**src/hdl/csma_ca_transmit_sequencer_unit_assert.svh**
```systemverilog
// ----------------------------------------------------------------------------
// CSMA/CA transmit sequencer assertion macros
// Concurrent assertion wrappers clocked on clk with rst_n as disable.
// ----------------------------------------------------------------------------
`ifndef CSMA_CA_TRANSMIT_SEQUENCER_UNIT_ASSERT_SVH
`define CSMA_CA_TRANSMIT_SEQUENCER_UNIT_ASSERT_SVH
`ifndef SYNTH
`define CCTS_ASSERT(label, prop, msg) \
    label: assert property (@(posedge clk) disable iff (!rst_n) (prop)) else $error(msg);
`define CCTS_ASSERT_NEXT(label, ante, cons, msg) \
    label: assert property (@(posedge clk) disable iff (!rst_n) (ante) |=> (cons)) \
        else $error(msg);
`else
`define CCTS_ASSERT(label, prop, msg)
`define CCTS_ASSERT_NEXT(label, ante, cons, msg)
`endif
`endif

```
**src/hdl/ccts_pkg.sv**
```systemverilog
// ----------------------------------------------------------------------------
// CSMA/CA transmit sequencer package
// Field widths, register indexes, reset values, phase codes and the
// command and status bundles shared by the controller and the datapath.
// ----------------------------------------------------------------------------
package ccts_pkg;

    localparam int SLOT_W     = 10;
    localparam int CW_INIT_W  = 11;
    localparam int CW_MAX_W   = 16;
    localparam int RND_W      = 16;
    localparam int STAGE_W    = 4;
    localparam int STAGE_CAP  = 15;
    localparam int PEND_W     = 8;
    localparam int COUNT_W    = 32;
    localparam int COLL_W     = 12;
    localparam int PHASE_W    = 3;
    localparam int CFG_IDX_W  = 3;
    localparam int CFG_DATA_W = 16;
    localparam int CNT_W      = $clog2(RND_W);

    localparam logic [CFG_IDX_W-1:0] CFG_DIFS    = 3'd0;
    localparam logic [CFG_IDX_W-1:0] CFG_SIFS    = 3'd1;
    localparam logic [CFG_IDX_W-1:0] CFG_ACK     = 3'd2;
    localparam logic [CFG_IDX_W-1:0] CFG_FRAME   = 3'd3;
    localparam logic [CFG_IDX_W-1:0] CFG_CW_INIT = 3'd4;
    localparam logic [CFG_IDX_W-1:0] CFG_CW_MAX  = 3'd5;

    localparam logic [SLOT_W-1:0]    DIFS_RST    = 10'd2;
    localparam logic [SLOT_W-1:0]    SIFS_RST    = 10'd1;
    localparam logic [SLOT_W-1:0]    ACK_RST     = 10'd2;
    localparam logic [SLOT_W-1:0]    FRAME_RST   = 10'd100;
    localparam logic [CW_INIT_W-1:0] CW_INIT_RST = 11'd4;
    localparam logic [CW_MAX_W-1:0]  CW_MAX_RST  = 16'd1024;
    localparam logic [COLL_W-1:0]    COLL_RST    = 12'd103;

    localparam logic OP_TICK      = 1'b0;
    localparam logic OP_COLLISION = 1'b1;

    typedef enum logic [PHASE_W-1:0] {
        PH_QUEUE     = 3'd0,
        PH_DIFS      = 3'd1,
        PH_BACKOFF   = 3'd2,
        PH_SENDING   = 3'd3,
        PH_SIFS      = 3'd4,
        PH_ACK       = 3'd5,
        PH_FREEZE    = 3'd6,
        PH_COLLISION = 3'd7
    } phase_t;

    typedef struct packed {
        logic               op;
        logic               frame_arrives;
        logic               medium_busy;
        logic [STAGE_W-1:0] collision_stage;
        logic [RND_W-1:0]   random_value;
    } item_t;

    typedef struct packed {
        logic [PHASE_W-1:0] machine_state;
        logic [PEND_W-1:0]  frames_pending;
        logic [COUNT_W-1:0] ack_total;
        logic [COUNT_W-1:0] collision_total;
        logic               medium_released;
    } result_t;

    typedef struct packed {
        logic idle;
        logic step;
        logic coll;
        logic finish;
    } cmd_t;

    typedef struct packed {
        logic accepted;
        logic item_coll;
        logic step_wait;
        logic step_draw;
        logic draw_done;
        logic out_free;
    } status_t;

endpackage

```
**src/hdl/ccts_stream_if.sv**
```systemverilog
// ----------------------------------------------------------------------------
// CSMA/CA transmit sequencer stream interface
// Valid/ready channel carrying one payload beat.
// ----------------------------------------------------------------------------
interface ccts_stream_if #(
    parameter type payload_t = logic
) ();

    logic     valid;
    logic     ready;
    payload_t payload;

    modport source (
        output valid,
        output payload,
        input  ready
    );

    modport sink (
        input  valid,
        input  payload,
        output ready
    );

endinterface

```
**src/hdl/ccts_mod_unit.sv**
```systemverilog
// ----------------------------------------------------------------------------
// CSMA/CA transmit sequencer modulo unit
// Restoring remainder, one dividend bit per cycle; a zero divisor gives 0.
// ----------------------------------------------------------------------------
`include "csma_ca_transmit_sequencer_unit_assert.svh"

module ccts_mod_unit
    import ccts_pkg::*;
(
    input  logic             clk,
    input  logic             rst_n,
    input  logic             start,
    input  logic [RND_W-1:0] dividend,
    input  logic [RND_W-1:0] divisor,
    output logic             done,
    output logic [RND_W-1:0] remainder
);

    logic             busy_reg, busy_next;
    logic             done_reg, done_next;
    logic [CNT_W-1:0] cnt_reg, cnt_next;
    logic [RND_W-1:0] dvd_reg, dvd_next;
    logic [RND_W-1:0] div_reg, div_next;
    logic [RND_W-1:0] rem_reg, rem_next;
    logic [RND_W:0]   trial;
    logic [RND_W:0]   diff;

    assign trial = {rem_reg, dvd_reg[RND_W-1]};
    assign diff  = trial - {1'b0, div_reg};

    always_comb
    begin
        busy_next = busy_reg;
        done_next = 1'b0;
        cnt_next  = cnt_reg;
        dvd_next  = dvd_reg;
        div_next  = div_reg;
        rem_next  = rem_reg;
        if (start)
        begin
            busy_next = 1'b1;
            cnt_next  = CNT_W'(RND_W - 1);
            dvd_next  = dividend;
            div_next  = divisor;
            rem_next  = '0;
        end
        else if (busy_reg)
        begin
            rem_next = (trial >= {1'b0, div_reg}) ? diff[RND_W-1:0] : trial[RND_W-1:0];
            dvd_next = dvd_reg << 1;
            cnt_next = cnt_reg - CNT_W'(1);
            if (cnt_reg == '0)
            begin
                busy_next = 1'b0;
                done_next = 1'b1;
            end
        end
    end

    always_ff @(posedge clk or negedge rst_n)
    begin
        if (!rst_n)
        begin
            busy_reg <= 1'b0;
            done_reg <= 1'b0;
            cnt_reg  <= '0;
        end
        else
        begin
            busy_reg <= busy_next;
            done_reg <= done_next;
            cnt_reg  <= cnt_next;
        end
    end

    always_ff @(posedge clk)
    begin
        dvd_reg <= dvd_next;
        div_reg <= div_next;
        rem_reg <= rem_next;
    end

    assign done      = done_reg;
    assign remainder = (div_reg == '0) ? '0 : rem_reg;

    `CCTS_ASSERT(a_no_restart, !(start && busy_reg), "modulo started while busy")
    `CCTS_ASSERT(a_rem_bound, !(done_reg && div_reg != '0) || rem_reg < div_reg, "remainder out of range")

endmodule

```
**src/hdl/ccts_ctrl.sv**
```systemverilog
// ----------------------------------------------------------------------------
// CSMA/CA transmit sequencer controller
// Sequences acceptance, phase steps, backoff draws and result hand-off.
// ----------------------------------------------------------------------------
`include "csma_ca_transmit_sequencer_unit_assert.svh"

module ccts_ctrl
    import ccts_pkg::*;
(
    input  logic    clk,
    input  logic    rst_n,
    input  status_t status,
    output cmd_t    cmd
);

    typedef enum logic [2:0] {
        S_IDLE,
        S_STEP,
        S_ACK_DRAW,
        S_COLL,
        S_COLL_DRAW,
        S_FINISH
    } state_t;

    state_t state_reg, state_next;

    always_comb
    begin
        state_next = state_reg;
        unique case (state_reg)
            S_IDLE:
            begin
                if (status.accepted)
                begin
                    state_next = status.item_coll ? S_COLL : S_STEP;
                end
            end
            S_STEP:
            begin
                if (status.step_draw)
                begin
                    state_next = S_ACK_DRAW;
                end
                else if (status.step_wait)
                begin
                    state_next = S_FINISH;
                end
            end
            S_ACK_DRAW:
            begin
                if (status.draw_done)
                begin
                    state_next = S_STEP;
                end
            end
            S_COLL:
            begin
                state_next = S_COLL_DRAW;
            end
            S_COLL_DRAW:
            begin
                if (status.draw_done)
                begin
                    state_next = S_FINISH;
                end
            end
            S_FINISH:
            begin
                if (status.out_free)
                begin
                    state_next = S_IDLE;
                end
            end
            default:
            begin
                state_next = S_IDLE;
            end
        endcase
    end

    always_ff @(posedge clk or negedge rst_n)
    begin
        if (!rst_n)
        begin
            state_reg <= S_IDLE;
        end
        else
        begin
            state_reg <= state_next;
        end
    end

    assign cmd.idle   = (state_reg == S_IDLE);
    assign cmd.step   = (state_reg == S_STEP);
    assign cmd.coll   = (state_reg == S_COLL);
    assign cmd.finish = (state_reg == S_FINISH) && status.out_free;

    `CCTS_ASSERT(a_draw_in_wait, !status.draw_done || state_reg == S_ACK_DRAW || state_reg == S_COLL_DRAW, "draw finished outside a draw wait")
    `CCTS_ASSERT_NEXT(a_finish_to_idle, cmd.finish, state_reg == S_IDLE, "finish did not return to idle")

endmodule

```
**src/hdl/ccts_datapath.sv**
```systemverilog
// ----------------------------------------------------------------------------
// CSMA/CA transmit sequencer datapath
// Configuration registers, phase and slot timers, counters, backoff draw
// and the registered result beat.
// ----------------------------------------------------------------------------
`include "csma_ca_transmit_sequencer_unit_assert.svh"

module ccts_datapath
    import ccts_pkg::*;
#(
    parameter int PENDING_MAX = 255,
    parameter int STAGE_LIMIT = 10
) (
    input  logic                  clk,
    input  logic                  rst_n,
    input  logic                  cfg_write,
    input  logic [CFG_IDX_W-1:0]  cfg_index,
    input  logic [CFG_DATA_W-1:0] cfg_data,
    input  cmd_t                  cmd,
    output status_t               status,
    ccts_stream_if.sink           item,
    ccts_stream_if.source         result
);

    localparam int PEND_LIMIT = (1 << PEND_W) - 1;
    localparam int PEND_INT   = (PENDING_MAX > PEND_LIMIT) ? PEND_LIMIT : PENDING_MAX;
    localparam logic [PEND_W-1:0] PEND_CAP = PEND_W'(PEND_INT);
    localparam int STAGE_TOP  = (STAGE_LIMIT > STAGE_CAP) ? STAGE_CAP : STAGE_LIMIT;
    localparam int PROD_W     = CW_INIT_W + STAGE_TOP;
    localparam int WIN_W      = (PROD_W > CW_MAX_W) ? PROD_W : CW_MAX_W;

    logic [SLOT_W-1:0]    difs_cfg_reg, sifs_cfg_reg, ack_cfg_reg, frame_cfg_reg;
    logic [CW_INIT_W-1:0] cw_init_reg;
    logic [CW_MAX_W-1:0]  cw_max_reg;

    phase_t               phase_reg, phase_next;
    logic [PEND_W-1:0]    pend_reg, pend_next;
    logic [SLOT_W-1:0]    difs_reg, difs_next;
    logic [SLOT_W-1:0]    sifs_reg, sifs_next;
    logic [SLOT_W-1:0]    ack_reg, ack_next;
    logic [SLOT_W-1:0]    send_reg, send_next;
    logic [RND_W-1:0]     backoff_reg, backoff_next;
    logic [COLL_W-1:0]    coll_left_reg, coll_left_next;
    logic [COUNT_W-1:0]   acks_reg, acks_next;
    logic [COUNT_W-1:0]   colls_reg, colls_next;
    logic                 rel_reg, rel_next;

    logic                 busy_reg, busy_next;
    logic [STAGE_W-1:0]   stage_reg, stage_next;
    logic [RND_W-1:0]     rnd_reg, rnd_next;

    logic                 res_valid_reg, res_valid_next;
    result_t              res_reg, res_next;

    logic                 accepted;
    logic                 step_wait;
    logic                 step_draw;
    logic [STAGE_W-1:0]   stage_c;
    logic [WIN_W-1:0]     prod;
    logic [WIN_W-1:0]     win_full;
    logic [RND_W-1:0]     coll_window;
    logic [RND_W-1:0]     ack_window;
    logic                 mod_start;
    logic                 mod_done;
    logic [RND_W-1:0]     mod_rem;

    assign accepted   = item.valid && cmd.idle;
    assign item.ready = cmd.idle;

    assign stage_c  = (stage_reg > STAGE_W'(STAGE_TOP)) ? STAGE_W'(STAGE_TOP) : stage_reg;
    assign prod     = WIN_W'(cw_init_reg) << stage_c;
    assign win_full = (prod == '0) ? '0 : prod - WIN_W'(1);
    assign coll_window = (win_full > WIN_W'(cw_max_reg)) ? cw_max_reg : win_full[RND_W-1:0];
    assign ack_window  = (cw_init_reg == '0) ? '0 : RND_W'(cw_init_reg - CW_INIT_W'(1));

    assign mod_start = (cmd.step && step_draw) || cmd.coll;

    ccts_mod_unit u_mod (
        .clk       (clk),
        .rst_n     (rst_n),
        .start     (mod_start),
        .dividend  (rnd_reg),
        .divisor   (cmd.coll ? coll_window : ack_window),
        .done      (mod_done),
        .remainder (mod_rem)
    );

    always_comb
    begin
        phase_next     = phase_reg;
        pend_next      = pend_reg;
        difs_next      = difs_reg;
        sifs_next      = sifs_reg;
        ack_next       = ack_reg;
        send_next      = send_reg;
        backoff_next   = backoff_reg;
        coll_left_next = coll_left_reg;
        acks_next      = acks_reg;
        colls_next     = colls_reg;
        rel_next       = rel_reg;
        busy_next      = busy_reg;
        stage_next     = stage_reg;
        rnd_next       = rnd_reg;
        step_wait      = 1'b0;
        step_draw      = 1'b0;

        if (accepted)
        begin
            busy_next  = item.payload.medium_busy;
            stage_next = item.payload.collision_stage;
            rnd_next   = item.payload.random_value;
            rel_next   = 1'b0;
            if (item.payload.op == OP_TICK && item.payload.frame_arrives && pend_reg < PEND_CAP)
            begin
                pend_next = pend_reg + PEND_W'(1);
            end
        end

        if (cmd.step)
        begin
            unique case (phase_reg)
                PH_QUEUE:
                begin
                    if (pend_reg != '0)
                    begin
                        phase_next = PH_DIFS;
                    end
                    else
                    begin
                        step_wait = 1'b1;
                    end
                end
                PH_DIFS:
                begin
                    if (difs_reg != '0)
                    begin
                        difs_next = difs_reg - SLOT_W'(1);
                        step_wait = 1'b1;
                    end
                    else
                    begin
                        phase_next = PH_BACKOFF;
                    end
                end
                PH_BACKOFF:
                begin
                    if (busy_reg)
                    begin
                        phase_next = PH_FREEZE;
                    end
                    else if (backoff_reg != '0)
                    begin
                        backoff_next = backoff_reg - RND_W'(1);
                        step_wait    = 1'b1;
                    end
                    else
                    begin
                        send_next  = frame_cfg_reg;
                        phase_next = PH_SENDING;
                    end
                end
                PH_SENDING:
                begin
                    if (send_reg != '0)
                    begin
                        send_next = send_reg - SLOT_W'(1);
                        step_wait = 1'b1;
                    end
                    else
                    begin
                        phase_next = PH_SIFS;
                    end
                end
                PH_SIFS:
                begin
                    if (sifs_reg != '0)
                    begin
                        sifs_next = sifs_reg - SLOT_W'(1);
                        step_wait = 1'b1;
                    end
                    else
                    begin
                        phase_next = PH_ACK;
                    end
                end
                PH_ACK:
                begin
                    if (ack_reg != '0)
                    begin
                        ack_next  = ack_reg - SLOT_W'(1);
                        step_wait = 1'b1;
                    end
                    else
                    begin
                        busy_next = 1'b0;
                        if (pend_reg != '0)
                        begin
                            pend_next = pend_reg - PEND_W'(1);
                        end
                        difs_next      = difs_cfg_reg;
                        sifs_next      = sifs_cfg_reg;
                        send_next      = frame_cfg_reg;
                        ack_next       = ack_cfg_reg;
                        coll_left_next = COLL_W'(sifs_cfg_reg) + COLL_W'(frame_cfg_reg)
                                       + COLL_W'(ack_cfg_reg);
                        acks_next      = acks_reg + COUNT_W'(1);
                        rel_next       = 1'b1;
                        phase_next     = PH_QUEUE;
                        step_draw      = 1'b1;
                    end
                end
                PH_FREEZE:
                begin
                    if (!busy_reg)
                    begin
                        phase_next = PH_BACKOFF;
                    end
                    else
                    begin
                        step_wait = 1'b1;
                    end
                end
                PH_COLLISION:
                begin
                    if (coll_left_reg != '0)
                    begin
                        coll_left_next = coll_left_reg - COLL_W'(1);
                        step_wait      = 1'b1;
                    end
                    else
                    begin
                        difs_next      = difs_cfg_reg;
                        sifs_next      = sifs_cfg_reg;
                        send_next      = frame_cfg_reg;
                        ack_next       = ack_cfg_reg;
                        coll_left_next = COLL_W'(sifs_cfg_reg) + COLL_W'(frame_cfg_reg)
                                       + COLL_W'(ack_cfg_reg);
                        phase_next     = PH_DIFS;
                    end
                end
                default:
                begin
                    phase_next = PH_QUEUE;
                end
            endcase
        end

        if (cmd.coll)
        begin
            phase_next = PH_COLLISION;
            colls_next = colls_reg + COUNT_W'(1);
        end

        if (mod_done)
        begin
            backoff_next = mod_rem;
        end
    end

    always_comb
    begin
        res_valid_next = res_valid_reg;
        res_next       = res_reg;
        if (cmd.finish)
        begin
            res_valid_next           = 1'b1;
            res_next.machine_state   = phase_reg;
            res_next.frames_pending  = pend_reg;
            res_next.ack_total       = acks_reg;
            res_next.collision_total = colls_reg;
            res_next.medium_released = rel_reg;
        end
        else if (result.ready)
        begin
            res_valid_next = 1'b0;
        end
    end

    always_ff @(posedge clk or negedge rst_n)
    begin
        if (!rst_n)
        begin
            difs_cfg_reg  <= DIFS_RST;
            sifs_cfg_reg  <= SIFS_RST;
            ack_cfg_reg   <= ACK_RST;
            frame_cfg_reg <= FRAME_RST;
            cw_init_reg   <= CW_INIT_RST;
            cw_max_reg    <= CW_MAX_RST;
            phase_reg     <= PH_QUEUE;
            pend_reg      <= '0;
            difs_reg      <= DIFS_RST;
            sifs_reg      <= SIFS_RST;
            ack_reg       <= ACK_RST;
            send_reg      <= FRAME_RST;
            backoff_reg   <= '0;
            coll_left_reg <= COLL_RST;
            acks_reg      <= '0;
            colls_reg     <= '0;
            rel_reg       <= 1'b0;
            res_valid_reg <= 1'b0;
        end
        else
        begin
            if (cfg_write)
            begin
                unique case (cfg_index)
                    CFG_DIFS:    difs_cfg_reg  <= cfg_data[SLOT_W-1:0];
                    CFG_SIFS:    sifs_cfg_reg  <= cfg_data[SLOT_W-1:0];
                    CFG_ACK:     ack_cfg_reg   <= cfg_data[SLOT_W-1:0];
                    CFG_FRAME:   frame_cfg_reg <= cfg_data[SLOT_W-1:0];
                    CFG_CW_INIT: cw_init_reg   <= cfg_data[CW_INIT_W-1:0];
                    CFG_CW_MAX:  cw_max_reg    <= cfg_data[CW_MAX_W-1:0];
                    default:     ;
                endcase
            end
            phase_reg     <= phase_next;
            pend_reg      <= pend_next;
            difs_reg      <= difs_next;
            sifs_reg      <= sifs_next;
            ack_reg       <= ack_next;
            send_reg      <= send_next;
            backoff_reg   <= backoff_next;
            coll_left_reg <= coll_left_next;
            acks_reg      <= acks_next;
            colls_reg     <= colls_next;
            rel_reg       <= rel_next;
            res_valid_reg <= res_valid_next;
        end
    end

    always_ff @(posedge clk)
    begin
        busy_reg  <= busy_next;
        stage_reg <= stage_next;
        rnd_reg   <= rnd_next;
        res_reg   <= res_next;
    end

    assign result.valid   = res_valid_reg;
    assign result.payload = res_reg;

    assign status.accepted  = accepted;
    assign status.item_coll = (item.payload.op == OP_COLLISION);
    assign status.step_wait = step_wait;
    assign status.step_draw = step_draw;
    assign status.draw_done = mod_done;
    assign status.out_free  = !res_valid_reg || result.ready;

    `CCTS_ASSERT(a_pend_cap, pend_reg <= PEND_CAP, "pending count above cap")
    `CCTS_ASSERT_NEXT(a_ack_on_release, !(cmd.step && step_draw), acks_reg == $past(acks_reg), "ack count moved without release")

endmodule

```
**src/hdl/csma_ca_transmit_sequencer_unit.sv**
```systemverilog
// ----------------------------------------------------------------------------
// CSMA/CA transmit sequencer
// Per-slot DCF transmit sequencer with binary exponential backoff.
// Slot tick: accept, then phase steps until the slot waits, then the result beat,
//   plus a backoff draw on each ACK completion.
// Collision notice: accept, then a backoff draw by the 16-step bit-serial modulo unit.
// One item at a time; next item accepted once the result is registered.
// Reset: phase queue, counters zero, timers and registers at defaults, no sweep.
// ----------------------------------------------------------------------------
module csma_ca_transmit_sequencer_unit
    import ccts_pkg::*;
#(
    parameter int PENDING_MAX = 255,
    parameter int STAGE_LIMIT = 10
) (
    input  logic                  clk,
    input  logic                  rst_n,
    input  logic                  cfg_write,
    input  logic [CFG_IDX_W-1:0]  cfg_index,
    input  logic [CFG_DATA_W-1:0] cfg_data,
    ccts_stream_if.sink           item,
    ccts_stream_if.source         result
);

    cmd_t    cmd;
    status_t status;

    ccts_ctrl u_ctrl (
        .clk    (clk),
        .rst_n  (rst_n),
        .status (status),
        .cmd    (cmd)
    );

    ccts_datapath #(
        .PENDING_MAX (PENDING_MAX),
        .STAGE_LIMIT (STAGE_LIMIT)
    ) u_datapath (
        .clk       (clk),
        .rst_n     (rst_n),
        .cfg_write (cfg_write),
        .cfg_index (cfg_index),
        .cfg_data  (cfg_data),
        .cmd       (cmd),
        .status    (status),
        .item      (item),
        .result    (result)
    );

endmodule

```
**src/flat_wrapper.sv**
```systemverilog
// flat-port wrapper written by rule: the top's interface ports become plain ports
module csma_ca_transmit_sequencer_unit_flat import ccts_pkg::*;
#(
    parameter int PENDING_MAX = 255,
    parameter int STAGE_LIMIT = 10
)
  (clk, rst_n, cfg_write, cfg_index, cfg_data, item_valid, item_payload, item_ready, result_valid, result_payload, result_ready);
  ccts_stream_if #(.payload_t(item_t)) item_i ();
  ccts_stream_if #(.payload_t(result_t)) result_i ();
  input  logic clk;
  input  logic rst_n;
  input  logic cfg_write;
  input  logic [CFG_IDX_W-1:0] cfg_index;
  input  logic [CFG_DATA_W-1:0] cfg_data;
  input wire logic [$bits(item_i.valid)-1:0] item_valid;
  input wire logic [$bits(item_i.payload)-1:0] item_payload;
  output wire logic [$bits(item_i.ready)-1:0] item_ready;
  output wire logic [$bits(result_i.valid)-1:0] result_valid;
  output wire logic [$bits(result_i.payload)-1:0] result_payload;
  input wire logic [$bits(result_i.ready)-1:0] result_ready;
  assign item_i.valid = item_valid;
  assign item_i.payload = item_payload;
  assign item_ready = item_i.ready;
  assign result_valid = result_i.valid;
  assign result_payload = result_i.payload;
  assign result_i.ready = result_ready;
  csma_ca_transmit_sequencer_unit #(.PENDING_MAX(PENDING_MAX), .STAGE_LIMIT(STAGE_LIMIT)) u_core (.clk(clk), .rst_n(rst_n), .cfg_write(cfg_write), .cfg_index(cfg_index), .cfg_data(cfg_data), .item(item_i), .result(result_i));
endmodule
```
**config.mk**
```make
export PLATFORM = sky130hd
export DESIGN_NAME = csma_ca_transmit_sequencer_unit_flat
export DESIGN_NICKNAME = d
export VERILOG_FILES = /design/src/hdl/ccts_pkg.sv /design/src/hdl/ccts_stream_if.sv /design/src/hdl/ccts_mod_unit.sv /design/src/hdl/ccts_ctrl.sv /design/src/hdl/ccts_datapath.sv /design/src/hdl/csma_ca_transmit_sequencer_unit.sv /design/src/flat_wrapper.sv
export VERILOG_INCLUDE_DIRS = /design/src /design/src/hdl
export SDC_FILE = /design/constraint.sdc
export NUM_CORES = 1
export LEC_CHECK = 0
export ABC_AREA = 1
export ABC_CLOCK_PERIOD_IN_PS = 13300
export BUFFER_PORTS_ARGS = -buffer_cell sky130_fd_sc_hd__buf_4
export CORE_ASPECT_RATIO = 0.75
export CORE_MARGIN = 8
export CORE_UTILIZATION = 55
export DETAILED_ROUTE_END_ITERATION = 10
export HOLD_SLACK_MARGIN = 0.06
export PLACE_DENSITY = 0.73
export SYNTH_ARGS = -nofsm -noshare
export SYNTH_HDL_FRONTEND = slang
export SYNTH_SLANG_ARGS = --single-unit
```
**constraint.sdc**
```tcl
create_clock -name clk -period 13.3 [get_ports clk]
set_input_delay 0.665 -clock clk [delete_from_list [all_inputs] [get_ports clk]]
set_output_delay 0.665 -clock clk [all_outputs]
set_load 0.02 [all_outputs]
```
-- After elaboration in Yosys (flattened, before gate mapping)
Cells that the tools add are included.
- $add $sub $neg: 16
- magnitude comparators: 4
- equality and inequality tests: 38
- shift operators: 1
- mux-type cells: 92
- bitwise operators: 2
- reduce and logical (&&, ||, !) cells: 47
- operators with widths (cell ; number):
    $mux 16 ; 12
    $mux 10 ; 13
    $add 32x1->32 const B ; 2
    $pmux 10 s3 ; 2
    $mux 3 ; 17
    $mux 8 ; 6
    $pmux 10 s4 ; 1
    $reduce_bool 10->1 ; 4
    $sub 10x1->10 const B ; 4
    $mux 1 ; 29
    $eq 3x3->1 const B ; 8
    $mux 12 ; 2
    $pmux 12 s2 ; 1
    $pmux 3 s8 ; 1
    $gt 21x16->1 ; 1
    $logic_not 21->1 ; 1
    $mux 21 ; 1
    $ne 3x3->1 const B ; 7
    $shl 11x4->21 ; 1
    $sub 21x1->21 const B ; 1
    $ne 2x2->1 const B ; 10
    $pmux 10 s2 ; 1
    $eq 3x2->1 const B ; 6
    $pmux 3 s6 ; 1
    39 further kinds ; 68
- register bits after elaboration: 366
- input bits: 47
- output and inout bits: 78

-- Depth between registers and ports, before layout
Gate-level depths: netlist of the first run.
- depth in word-level cells: 9
- depth in mapped cells: 34
- mapped depth without buffers: 33

-- Cells and area by module
From an unflattened synthesis of the first run, not the netlist that was laid out.
- cells, all modules: 2374
- area, all modules: 19985.4 um^2
- by module, submodules not included (module ; instances ; cells an instance ; area an instance (um^2) ; seq. area each (um^2)):
    ccts_datapath ; 1 ; 1861 ; 16260.6 ; 8231.6
    ccts_mod_unit ; 1 ; 461 ; 3395.8 ; 1431.4
    ccts_ctrl ; 1 ; 52 ; 329.1 ; 75.1

-- Worst setup path before layout of the first run
Ideal clock, no wire load.
- path type: input port to flip-flop
- start: input result_ready
- end: register u_core.u_datapath.res_reg, in the netlist u_core.u_datapath.result.payload[0] (enable)
- arrival: 3.875 ns
- required time: 12.789 ns
- setup slack: 8.914 ns
- cell stages on the path: 2
- buffers on the path: 0
- cell sequence: nor2_1 nor2_1
- longest elaborated chain between the ends: 2
- RTL lines (element ; RTL line ; source):
    start: declaration ; flat_wrapper.sv:20 ; input wire logic [$bits(result_i.ready)-1:0] result_ready;
    $logic_or 1x1->1 ; ccts_datapath.sv:347 ; assign status.out_free = !res_valid_reg || result.ready;
    $logic_and 1x1->1 ; ccts_ctrl.sv:96 ; assign cmd.finish = (state_reg == S_FINISH) && status.out_free;
    end signal: assignment ; ccts_datapath.sv:336 ; res_reg <= res_next;
    end: declaration ; ccts_datapath.sv:53 ; result_t res_reg, res_next;
Every way passes these cells.
A chain may end at the register's enable or synchronous reset.

-- Final worst setup path of the first run
- start: register u_core.u_datapath.stage_reg[3]
- end: register u_core.u_datapath.u_mod.div_reg[13] (data pin)
- longest elaborated chain between the ends: 8
- elaborated cells on any way between the ends: 9
- RTL lines (element ; RTL line ; source):
    start: declaration ; ccts_datapath.sv:49 ; logic [STAGE_W-1:0] stage_reg, stage_next;
    start signal: assignment ; ccts_datapath.sv:334 ; stage_reg <= stage_next;
    $gt 4x4->1 ; ccts_datapath.sv:70 ; assign stage_c = (stage_reg > STAGE_W'(STAGE_TOP)) ? STAGE_W'(STAGE_TOP) : stage_reg;
    $mux 4 (*) ; ccts_datapath.sv:70 ;
    $shl 11x4->21 (*) ; ccts_datapath.sv:71 ; assign prod = WIN_W'(cw_init_reg) << stage_c;
    $sub 21x1->21 / $logic_not 21->1 (equally long branches) ; ccts_datapath.sv:72 ; assign win_full = (prod == '0) ? '0 : prod - WIN_W'(1);
    $mux 21 (*) ; ccts_datapath.sv:72 ;
    $gt 21x16->1 ; ccts_datapath.sv:73 ; assign coll_window = (win_full > WIN_W'(cw_max_reg)) ? cw_max_reg : win_full[RND_W-1:0];
    $mux 16 (*) ; ccts_datapath.sv:73 ;
    $mux 16 (*) ; ccts_datapath.sv:83 ; .divisor (cmd.coll ? coll_window : ack_window),
    named net u_core.u_datapath.u_mod.divisor[13] ; ccts_mod_unit.sv:14 ; input logic [RND_W-1:0] divisor,
    end signal: assignment ; ccts_mod_unit.sv:79 ; div_reg <= div_next;
    end: declaration ; ccts_mod_unit.sv:23 ; logic [RND_W-1:0] div_reg, div_next;
Mark *: on every way through the listed nets, which the timed path passes. The rest lies on a longest branch.

==> results of run 1 <==
[layout make-up]
cell class | count | area (um2) | area share (%)
sequential | 366 | 9738 | 44.32
clock buffer | 54 | 1082 | 4.926
multi-input combinational | 1509 | 8312 | 37.83
timing repair buffer | 135 | 1021 | 4.647
tap | 457 | 571.8 | 2.603
clock inverter | 14 | 175.2 | 0.7973
inverter | 285 | 1070 | 4.869
[stage by stage]
step	hold slack (ns)	power [mW]	std cells	setup slack (ns)
after floorplan	0.3694	3.066	2216	8.914
after global placement	0.4401	3.512	2752	7.872
after detailed placement	0.4415	3.568	2752	7.761
after CTS	0.1671	4.657	2820	7.712
after global routing	0.1925	4.996	2820	7.066
final	0.1184	4.644	2820	7.615
[power breakdown]
group / internal [mW] / switching [mW] / total, mW
Clock: 0.630 / 0.437 / 1.07
Sequential: 1.51 / 0.226 / 1.73
Combinational: 0.660 / 1.19 / 1.85
[synth_stat cells (14+ instances only)]
cell type	number
a21oi_1	66
clkbuf_1	44
dfrtp_1	202
dfstp_2	19
dfxtp_1	17
edfxtp_1	128
ha_1	56
inv_1	276
nand2_1	477
nand3_1	155
nand4_1	32
nor2_1	173
nor3_1	42
nor4_1	14
o211ai_1	26
o21ai_0	196
o22ai_1	23
or2_2	15
xnor2_1	32
xor2_1	79
[how the worst max path moves through the flow]
stage | from | end | cells past startpoint
after floorplan | result_ready | u_core.u_datapath.result.payload[0]$_DFFE_PP_ | 2
after global placement | u_core.u_datapath.stage_reg[3]$_DFFE_PP_ | u_core.u_datapath.u_mod.div_reg[6]$_DFFE_PN_ | 30
after detailed placement | u_core.u_datapath.stage_reg[3]$_DFFE_PP_ | u_core.u_datapath.u_mod.div_reg[13]$_DFFE_PN_ | 31
after CTS | u_core.u_datapath.stage_reg[3]$_DFFE_PP_ | u_core.u_datapath.u_mod.div_reg[13]$_DFFE_PN_ | 31
after global routing | u_core.u_datapath.stage_reg[3]$_DFFE_PP_ | u_core.u_datapath.u_mod.div_reg[13]$_DFFE_PN_ | 31
final | u_core.u_datapath.stage_reg[3]$_DFFE_PP_ | u_core.u_datapath.u_mod.div_reg[13]$_DFFE_PN_ | 31
[layer usage]
| metal | part of all wire, % | vias up | track usage [%] | routed length [um] |
|---|---|---|---|---|
| li1 | - | 7619 | - | - |
| met1 | 47 | 7399 | 33.15 | 22160 |
| met2 | 43 | 505 | 34.02 | 20300 |
| met3 | 7.3 | 61 | 4.498 | 3410 |
| met4 | 1.9 | 0 | 5.152 | 890 |
| met5 | 0 | - | 0 | 0 |
[logic make-up after synthesis]
logic type / synth area share, %
AOI/OAI and AO/OA: 10.63
xor gates and xnor gates: 5.022
adders and majority gates: 4.860
buffers and inverters: 6.812
DFF: 50.30
muxes: 0.2327
and+or+nand+nor: 22.14
==> impl_metrics.json, run 1 <==
{
  "outcome": "complete, no violations",
  "insertion_delay_ns": 0.55,
  "cts_setup_buffers": 0,
  "yosys.area.top_type": "dfrtp_1",
  "synth_ff_type": "dfrtp_1",
  "synth.top_cell.area_share_pct": 26.11,
  "grt_pass1_vias": 14740,
  "largest_reg_flops": 76,
  "place_area_mm2": 0.02071,
  "hold_violations": 0,
  "synth_area_leaders": "dfrtp_1 (26%), edfxtp_1 (20%), nand2_1 (9.2%), inv_1 (5.4%), o21ai_0 (5.1%)",
  "hold_class": "in2async",
  "slowest_stage": "edfxtp_1",
  "cts_hold_buf": 0,
  "cap_violations": 0,
  "synth-edff-count": 128,
  "path_delay_family": "simple AND/OR/NAND/NOR gates",
  "grt_pass1_wl_um": 76350,
  "worst-r2r-setup-slack_ns": 7.62,
  "path_max_fanout": 17,
  "fp-row-count": 59,
  "synth_fp_nets": 2331,
  "path_buf_inv": 5,
  "dieWidth_um": 232.6,
  "yosysSeqAreaShare_pct": 50.30,
  "max-clock-path-buffers": 3,
  "path_common_cell": "nand2_1",
  "viasPerCell": 5.526,
  "finalCriticalPeriod_ns": 5.685,
  "post-route-period-util_pct": 42.74,
  "synthCells": 2216,
  "drt-initial-drc-count": 1424,
  "initial_utilization_pct": 55.80,
  "drtAntennaViolNets": 0,
  "finalWirelength_um": 46770,
  "cts_resized": 0,
  "routedWlPerCell_um": 16.58,
  "die_h_um": 178.5,
  "path_clk_slew_ns": 0.06,
  "grt_max_degree": 94,
  "fin_setup_tns_ns": 0,
  "n_antenna_cell": 0,
  "ys_ff_latch": 366,
  "final_cell_mix": "nand2_1 (477), inv_1 (276), dfrtp_1 (202)",
  "maxSlewHeadroom_pct": 19.10,
  "layout-drive-gt1-share_pct": 11.93,
  "design_area_mm2": 0.02197,
  "cts_made_buffers": 37,
  "power.density_mw_per_mm2": 211.4,
  "vias": 15580,
  "setup_viol": 0,
  "required_ns": 13.69,
  "fin_nets": 2449,
  "maxSlewViolCount": 0,
  "htree_levels": 2,
  "place_congestion": 0.9365,
  "vdd_drop_max_v": 0.0001167,
  "worstSetupStartpointType": "register",
  "p_leak_nw": 10.31,
  "grt_overflow": 0,
  "synth_area_mm2": 0.01936,
  "drc": 0,
  "cts_tree": "built",
  "final_common_cell": "nand2_1",
  "antenna_found_initial": 0,
  "reg2reg_depth": 31,
  "fmax_ghz": 0.1759,
  "critPathMaxStageDelay_ns": 0.76,
  "async_reset_ff_share_pct": 60.38,
  "r2r_end": "u_core.u_datapath.u_mod.div_reg[13]$_DFFE_PN_",
  "yosysWarnings": 0,
  "numPortBuffers": 124,
  "avgSynthCellArea_um2": 8.736,
  "end_kind": "register",
  "area_growth_pct": 13.49,
  "core_mm2": 0.03470,
  "fillCellCount": 2918,
  "dieArea_mm2": 0.04152,
  "clock-root-buffer": "clkbuf_16",
  "worst_pin_slew_ns": 1.214,
  "final_util_pct": 63.32,
  "grt_util_all_layers_pct": 22.51,
  "clkSinkCount": 366,
  "arrival_ns": 6.07,
  "dpl.hpwl_um": 34610,
  "fin_skew_ns": 0.02476,
  "rsz0062_at_grt": "no",
  "first_pass_iters": 7,
  "ys_types": 59,
  "crit_type": "reg2reg",
  "r2r-start": "u_core.u_datapath.stage_reg[3]$_DFFE_PP_",
  "io_pins": 125
}
(Power assumes the default switching activity.)
==> inputs of run 2 (changes only) <==
--- a/config.mk
+++ b/config.mk
@@ -7,14 +7,14 @@
 export NUM_CORES = 1
 export LEC_CHECK = 0
 export ABC_AREA = 1
-export ABC_CLOCK_PERIOD_IN_PS = 13300
+export ABC_CLOCK_PERIOD_IN_PS = 4800
 export BUFFER_PORTS_ARGS = -buffer_cell sky130_fd_sc_hd__buf_4
 export CORE_ASPECT_RATIO = 0.75
 export CORE_MARGIN = 8
 export CORE_UTILIZATION = 55
 export DETAILED_ROUTE_END_ITERATION = 10
 export HOLD_SLACK_MARGIN = 0.06
-export PLACE_DENSITY = 0.73
+export PLACE_DENSITY = 0.76
 export SYNTH_ARGS = -nofsm -noshare
 export SYNTH_HDL_FRONTEND = slang
 export SYNTH_SLANG_ARGS = --single-unit
==> constraint.sdc (replaced) <==
create_clock -name clk -period 4.8 [get_ports clk]
set_input_delay 0.24 -clock clk [delete_from_list [all_inputs] [get_ports clk]]
set_output_delay 0.24 -clock clk [all_outputs]
set_load 0.02 [all_outputs]
==> impl_metrics.json, run 2 (synthesis results as in run 1) <==
{
  "core_mm2": 0.03470,
  "die_h_um": 178.5,
  "outcome": "complete, no violations",
  "grt_max_degree": 125,
  "crit_type": "reg2reg",
  "initial_utilization_pct": 55.80,
  "dpl.hpwl_um": 34980,
  "grt_util_all_layers_pct": 22.89,
  "cts_tree": "built",
  "fp-row-count": 59,
  "hold_violations": 0,
  "n_antenna_cell": 0,
  "fin_skew_ns": 0.02176,
  "fin_nets": 2487,
  "power.total_mw": 12.89,
  "dieWidth_um": 232.6,
  "design_area_mm2": 0.02234,
  "arrival_ns": 4.70,
  "drt-initial-drc-count": 1460,
  "maxSlewViolCount": 0,
  "viasPerCell": 5.553,
  "drtAntennaViolNets": 0,
  "fmax_ghz": 0.2268,
  "layout-drive-gt1-share_pct": 12.11,
  "htree_levels": 2,
  "largest_reg_flops": 76,
  "path_clk_slew_ns": 0.06,
  "end_kind": "register",
  "area_growth_pct": 15.40,
  "hold_class": "in2reg",
  "path_max_fanout": 17,
  "vdd_drop_max_v": 0.0003193,
  "power.density_mw_per_mm2": 577.1,
  "finalCriticalPeriod_ns": 4.410,
  "slowest_stage": "edfxtp_1",
  "grt_overflow": 0,
  "worst_pin_slew_ns": 1.223,
  "clkSinkCount": 366,
  "max-clock-path-buffers": 3,
  "critPathMaxStageDelay_ns": 0.39,
  "final_cell_mix": "nand2_1 (477), inv_1 (275), dfrtp_1 (202)",
  "io_pins": 125,
  "dp.cells": 2756,
  "finalWirelength_um": 48030,
  "vias": 15880,
  "grt_pass1_wl_um": 77690,
  "setup_viol": 0,
  "drc": 0,
  "maxSlewHeadroom_pct": 18.47,
  "dieArea_mm2": 0.04152,
  "insertion_delay_ns": 0.54,
  "final_common_cell": "nand2_1",
  "post-route-period-util_pct": 91.86,
  "first_pass_iters": 5,
  "clock-root-buffer": "clkbuf_16",
  "cts_made_buffers": 38,
  "p_leak_nw": 10.45,
  "antenna_found_initial": 0,
  "routedWlPerCell_um": 16.80,
  "path_common_cell": "nand3_1",
  "worstSetupStartpointType": "register",
  "numPortBuffers": 124,
  "fin_setup_tns_ns": 0,
  "cap_violations": 0,
  "layout.cells.non_filler": 2859,
  "grt_pass1_vias": 14860,
  "required_ns": 5.09,
  "place_congestion": 0.9259,
  "place_area_mm2": 0.02075
}
==> run 2: changes by cell type in the layout (fill, tap and decap cells not counted), moves of 3 or more <==
| cell | before | now |
|---|---|---|
| clkbuf_8 | 5 | 1 |
| buf_4 | 134 | 139 |
| clkbuf_1 | 10 | 13 |
| dlygate4sd3_1 | 0 | 30 |
==> run 2: per-layer routing <==
metal  global-route usage, %  wire length (um)  up-vias
met5                       0                 0        -
met2                   35.27             21120      513
li1                        -                 -     7711
met3                   3.512              3302       55
met4                   4.059               618        0
met1                   34.27             22990     7596
==> run 2: path summary, 6_finish.rpt <==
check                                                      startpoint                                              to  slack [ns]  cells after the start
setup / recovery             u_core.u_datapath.stage_reg[2]$_DFFE_PP_    u_core.u_datapath.u_mod.div_reg[2]$_DFFE_PN_        0.39                     33
min in group asynchronous                                       rst_n    u_core.u_datapath.cw_init_reg[3]$_DFFE_PN0P_        0.36                      2
hold reg to reg            u_core.u_datapath.acks_reg[31]$_DFFE_PN0P_      u_core.u_datapath.acks_reg[31]$_DFFE_PN0P_        0.47                      1
setup reg to reg             u_core.u_datapath.stage_reg[2]$_DFFE_PP_    u_core.u_datapath.u_mod.div_reg[2]$_DFFE_PN_        0.39                     33
max in group asynchronous                                       rst_n         u_core.u_datapath.pend_reg[0]$_DFF_PN0_        3.30                      3
hold / removal                                            cfg_data[0]  u_core.u_datapath.frame_cfg_reg[0]$_DFFE_PN0P_        0.11                      3
==> run 2: per-stage QoR <==
step / hold WS [ns] / worst slack [ns] / utilization (%)
2_1_floorplan: -0.05559 / 0.4351 / -
5_1_grt: 0.1443 / -0.01276 / 64.39
4_1_cts: 0.09605 / 0.03695 / 64.21
6_report: 0.1118 / 0.3905 / 64.39
3_3_place_gp: 0.4058 / 0.2081 / 59.82
3_5_place_dp: 0.3990 / 0.06555 / 59.82
==> run 2: area by class of cell <==
type                            instances  area (um2)
Sequential cell                       366        9738
Clock buffer                           55        1089
Clock inverter                         15       133.9
Fill cell                            2853       12360
Timing Repair Buffer                  172        1390
Tap cell                              457       571.8
Inverter                              285        1075
Multi-Input combinational cell       1509        8342
==> run 2: critical path, delay by kind of cell, from the launching register on <==
family / cells / cell delay (ns)
and+or+nand+nor: 17 / 1.71
AOI/OAI and AO/OA: 7 / 0.92
DFF: 1 / 0.39
adders and majority gates: 2 / 0.44
buffers and inverters: 7 / 0.70
==> run 2: timing repair <==
item | CTS | global route
hold endpoints to repair | 134 | 0
endpoints found under the setup margin | 0 | 16
buffers inserted | 0 | 2
hold buffers | 30 | 0
resized for setup | 0 | 13
==> run 2: report_power, final <==
group,switching [mW],internal (mW)
combinational,3.34,1.88
clock,1.24,1.65
sequential,0.613,4.17
